## src/rtl/sscm_pkg.sv

```systemverilog
// Shared types and codes for the start/stop coincidence matcher.
package sscm_pkg;

  typedef enum logic [1:0] {
    KIND_STOP  = 2'd0,
    KIND_START = 2'd1,
    KIND_CLEAR = 2'd2
  } kind_t;

  typedef enum logic [1:0] {
    ST_IDLE,
    ST_SCAN,
    ST_WAIT
  } state_t;

  // Commands from the controller to the datapath.
  typedef struct packed {
    logic store_stop;
    logic clear_tbl;
    logic start_query;
    logic issue;
    logic advance;
    logic flush;
    logic load_out;
  } ctrl_cmd_t;

  // Status from the datapath to the controller.
  typedef struct packed {
    logic hit;
    logic more;
    logic pipe_empty;
    logic out_free;
  } dp_stat_t;

endpackage

```

## src/rtl/sscm_ctrl.sv

```systemverilog
// Controller state machine: accepts words and sequences the stop table scan.
module sscm_ctrl (
  input  logic                  clk,
  input  logic                  rst_n,
  input  logic                  in_tvalid,
  input  logic [1:0]            in_kind,
  output logic                  in_tready,
  input  sscm_pkg::dp_stat_t    stat,
  output sscm_pkg::ctrl_cmd_t   cmd
);

  import sscm_pkg::*;

  state_t state_r, state_nxt;

  always_ff @(posedge clk) begin
    if (!rst_n) begin
      state_r <= ST_IDLE;
    end else begin
      state_r <= state_nxt;
    end
  end

  always_comb begin
    state_nxt = state_r;
    unique case (state_r)
      ST_IDLE: begin
        if (in_tvalid && (in_kind == KIND_START)) begin
          state_nxt = ST_SCAN;
        end
      end
      ST_SCAN: begin
        if (stat.hit) begin
          state_nxt = stat.out_free ? ST_IDLE : ST_WAIT;
        end else if (!stat.more && stat.pipe_empty) begin
          state_nxt = ST_IDLE;
        end
      end
      ST_WAIT: begin
        if (stat.out_free) begin
          state_nxt = ST_IDLE;
        end
      end
      default: state_nxt = ST_IDLE;
    endcase
  end

  always_comb begin
    cmd       = '0;
    in_tready = 1'b0;
    unique case (state_r)
      ST_IDLE: begin
        in_tready = 1'b1;
        if (in_tvalid) begin
          unique case (in_kind)
            KIND_STOP:  cmd.store_stop = 1'b1;
            KIND_CLEAR: cmd.clear_tbl  = 1'b1;
            KIND_START: begin
              cmd.start_query = 1'b1;
              cmd.flush       = 1'b1;
            end
            default: ;
          endcase
        end
      end
      ST_SCAN: begin
        if (stat.hit) begin
          // The compare stage holds its entry until the output register frees up.
          if (stat.out_free) begin
            cmd.load_out = 1'b1;
            cmd.flush    = 1'b1;
          end
        end else begin
          cmd.advance = 1'b1;
          cmd.issue   = stat.more;
        end
      end
      ST_WAIT: begin
        if (stat.out_free) begin
          cmd.load_out = 1'b1;
          cmd.flush    = 1'b1;
        end
      end
      default: ;
    endcase
  end

  a_wait_holds_hit: assert property (@(posedge clk) disable iff (!rst_n)
    (state_r == ST_WAIT) |-> stat.hit)
    else $error("waiting for output without a held match");

  a_load_when_free: assert property (@(posedge clk) disable iff (!rst_n)
    cmd.load_out |-> stat.out_free)
    else $error("output register loaded while still occupied");

endmodule

```

## config.mk

```make
export PLATFORM = sky130hd
export DESIGN_NAME = sscm_ctrl
export DESIGN_NICKNAME = d
export VERILOG_FILES = /design/src/rtl/sscm_pkg.sv /design/src/rtl/sscm_ctrl.sv
export SDC_FILE = /design/constraint.sdc
export NUM_CORES = 1
export LEC_CHECK = 0
export ABC_AREA = 1
export CAP_MARGIN = 20
export CORE_AREA = 2 2 39 41
export CTS_CLUSTER_DIAMETER = 60
export DETAILED_ROUTE_END_ITERATION = 8
export DIE_AREA = 0 0 41 43
export DONT_BUFFER_PORTS = 1
export SETUP_SLACK_MARGIN = 0.4
export SYNTH_ARGS = -nofsm -noshare
export SYNTH_HDL_FRONTEND = slang
export SYNTH_SLANG_ARGS = --single-unit
```

## constraint.sdc

```tcl
create_clock -name clk -period 1 [get_ports clk]
set_input_delay 0.1 -clock clk [delete_from_list [all_inputs] [get_ports clk]]
set_output_delay 0.1 -clock clk [all_outputs]
set_load 0.01 [all_outputs]
```

==> impl_metrics.ini <==
[logic_synthesis]
synth_largest_area_cell = sky130_fd_sc_hd__ha_1
mappedNetlistNets = 58
post_synth_main_area_contributors = sky130_fd_sc_hd__ha_1 28%, sky130_fd_sc_hd__dfxtp_1 15%, sky130_fd_sc_hd__nand2_1 14%
synth_top_flop_cell = sky130_fd_sc_hd__dfxtp_1
async_flop_share = 0
synth.top_cell.area_share = 0.2752
ys_seq_elements = 2
yosys_warnings = 0
synthTopCellsByCount = 10 x sky130_fd_sc_hd__nand2_1, 9 x sky130_fd_sc_hd__inv_1, 6 x sky130_fd_sc_hd__ha_1
synthMostInstantiatedCell = sky130_fd_sc_hd__nand2_1
avgSynthCellArea_um2 = 6.343
synth_cell_type_count = 13
yosysSeqAreaShare = 0.1468
area_of_the_mapped_netlist_um2 = 272.8
postSynthCellCount = 43
synth_enable_flop_cells = 0

[setup_path]
worst_ep_arrival_time_ns = 1.14
crit_family = flip-flops
critical_path_peak_fanout = 4
max_stage_delay_ns = 0.35
timing.critical_path.from = state_r[1]$_SDFFE_PN0P_
cp_num_buf_inv = 2
reg2reg_from = state_r[0]$_SDFFE_PN0P_
cp_cell_sequence = inv_6 -> ha_1 -> nand2_1 -> inv_1 -> o21ai_2 -> a21oi_2
worstSetupPathType = reg -> out
cp_data_required_time_ns = 0.90
critical_path.startpoint_type = register
cp_slowest_cell = sky130_fd_sc_hd__dfxtp_4
worstSetupEndpointType = primary output

[global_route]
met2_usage = 0.1625
grt_antenna_before_repair = 0
grt_usage = 0.09409
first_global_vias = 306
gr-usage-met1 = 0.08599
global_route.peak_usage_layer = met2
total_grt_overflow = 0
globalRouteMet3Util = 0.03141
grt_max_degree = 5
wire_length_of_the_first_global_routing_pass_um = 1104

[sta]
worst_clock_skew_ns = 0.006053
setup_viol = 10
achievable-frequency_mhz = 803.4
hold_slack_ns = -0.005148
timing.max_slew.rel_slack = 0.8571
fin_hold_viols = 1
final_period_minus_worst_setup_slack_ns = 1.245
max_slew.worst_pin.slew_ns = 0.2135
timing.final.ws_setup_ns = -0.2448
fin_crit_sh = 1.245
grt_setup_unrepaired = yes
drv_slew = 0

[clocking]
cts_buffer_depth = 2
tritoncts.num_buffers = 3
cts_tree = built
tritoncts_num_sinks = 2
cts_root_buffer = sky130_fd_sc_hd__clkbuf_4
clk-insertion-delay-late_ns = 0.23
h-tree-depth = 1
clk_pin_slew_ns = 0.03

[placement]
portBuffers = 0
pre_cts_slack_ns = -0.1456
dp_hpwl_um = 540.4
gpl.final_weighted_congestion = 0.7051

[power]
cellLeakagePower_nw = 0.2314
power_mw = 1.094
peakVddDrop_mv = 0.8888
cellPowerDensity_nw_per_um2 = 2225

[route]
firstDrtPassIters = 3
wirelength_um = 667
via_per_inst = 4.211
num_vias = 299
route.detailed.drc = 0
post_detailed_route_count_of_antenna_violating_nets = 0
post_drt_wl_per_cell_um = 9.394
detail_route.iter0.violations = 2

[die]
std_cell_rows = 14
io-pin-count = 17
floorplan.initialDensity = 0.1971
die_span_y_um = 43
horizontal_die_dimension_um = 41
dieArea_um2 = 1763
core_area_um2 = 1384

[layout]
max_flop_register = state_r
design.final.nets = 71
largest_reg_flops = 2
syn_to_final_growth_pct = 80.28
antenna_cells = 0
final_layout_size_suffix_gt1_frac = 0.5818
reg.largest.list = state_r: 2 flops

[run]
maxCapViolCount = 0

[outcome]
run_status = complete, but fails checks
failed_checks = hold timing, setup timing

[min_path]
worstHoldPathType = in -> reg
timing.hold.worst.start = rst_n
[power breakdown]
group	leakage [nW]	internal [mW]	switching, mW
logic	0.199	0.355	0.369
clock network	0.0150	0.148	0.0486
registers	0.0178	0.122	0.0504
total	0.231	0.625	0.469
[area by class of cell]
cell class	instances	area, um2
clock buffer	4	26.28
fill	156	892.1
inverter	9	46.29
multi-input combinational	32	284.0
sequential	2	47.55
tap	16	20.02
timing repair buffer	8	67.56
[metrics by stage]
stage                     setup TNS, ns  hold slack [ns]  cells  utilization  cell area, um2
after detailed placement        -0.4524           0.2239     64       0.2920           404.1
final                            -1.872        -0.005148     71       0.3553           491.7
after CTS                        -2.046         -0.01545     71       0.3517           486.7
after global placement          -0.3836           0.2241     64       0.2920           404.1
after global routing             -2.544         0.002575     71       0.3553           491.7
after floorplan                 -0.1931           0.2225     43            -           346.6
[path summary, 6_finish.rpt]
| kind | end | slack, ns | cells past startpoint |
|---|---|---|---|
| worst min register to register | state_r[0]$_SDFFE_PN0P_ | 0.70 | 5 |
| worst max-delay path | cmd[1] | -0.24 | 6 |
| worst min-delay path | state_r[0]$_SDFFE_PN0P_ | -0.005 | 2 |
| worst max register to register | state_r[1]$_SDFFE_PN0P_ | -0.13 | 6 |
[kinds of logic (layout without fill, tap and decap cells)]
kind of cell / Yosys count / count (layout) / synth area share
and+or+nand+nor: 24 / 24 / 0.4174
buffers and inverters: 9 / 21 / 0.1238
AOI/OAI and AO/OA: 2 / 2 / 0.03666
DFF: 2 / 2 / 0.1468
adders and majority gates: 6 / 6 / 0.2752
[timing repair]
action | CTS | global route
endpoints found under the setup margin | 10 | 10
endpoints found under the hold margin | 2 | 0
setup buffers | 3 | 0
resized for setup | 9 | 2
pin swaps | 7 | 3
[placed cells by master (no fill, tap or decap)]
cell type,instances
sky130_fd_sc_hd__a21oi_2,1
sky130_fd_sc_hd__buf_4,6
sky130_fd_sc_hd__buf_6,2
sky130_fd_sc_hd__clkbuf_1,1
sky130_fd_sc_hd__clkbuf_4,3
sky130_fd_sc_hd__dfxtp_4,2
sky130_fd_sc_hd__ha_1,4
sky130_fd_sc_hd__ha_4,2
sky130_fd_sc_hd__inv_1,5
sky130_fd_sc_hd__inv_4,3
sky130_fd_sc_hd__inv_6,1
sky130_fd_sc_hd__nand2_1,9
sky130_fd_sc_hd__nand2_2,1
sky130_fd_sc_hd__nand2_4,1
sky130_fd_sc_hd__nand3_1,1
sky130_fd_sc_hd__nand3_4,1
sky130_fd_sc_hd__nand4_1,1
sky130_fd_sc_hd__nor2_1,2
sky130_fd_sc_hd__nor2_2,4
sky130_fd_sc_hd__nor2_4,1
sky130_fd_sc_hd__nor3_2,1
sky130_fd_sc_hd__nor3_4,2
sky130_fd_sc_hd__o21ai_2,1
[layer usage]
layer / vias to the layer above / routed length (um)
li1: 158 / -
met1: 132 / 222
met2: 9 / 396
met3: 0 / 48
met4: 0 / 0
met5: - / 0
Power figures use the tool's default switching activity.
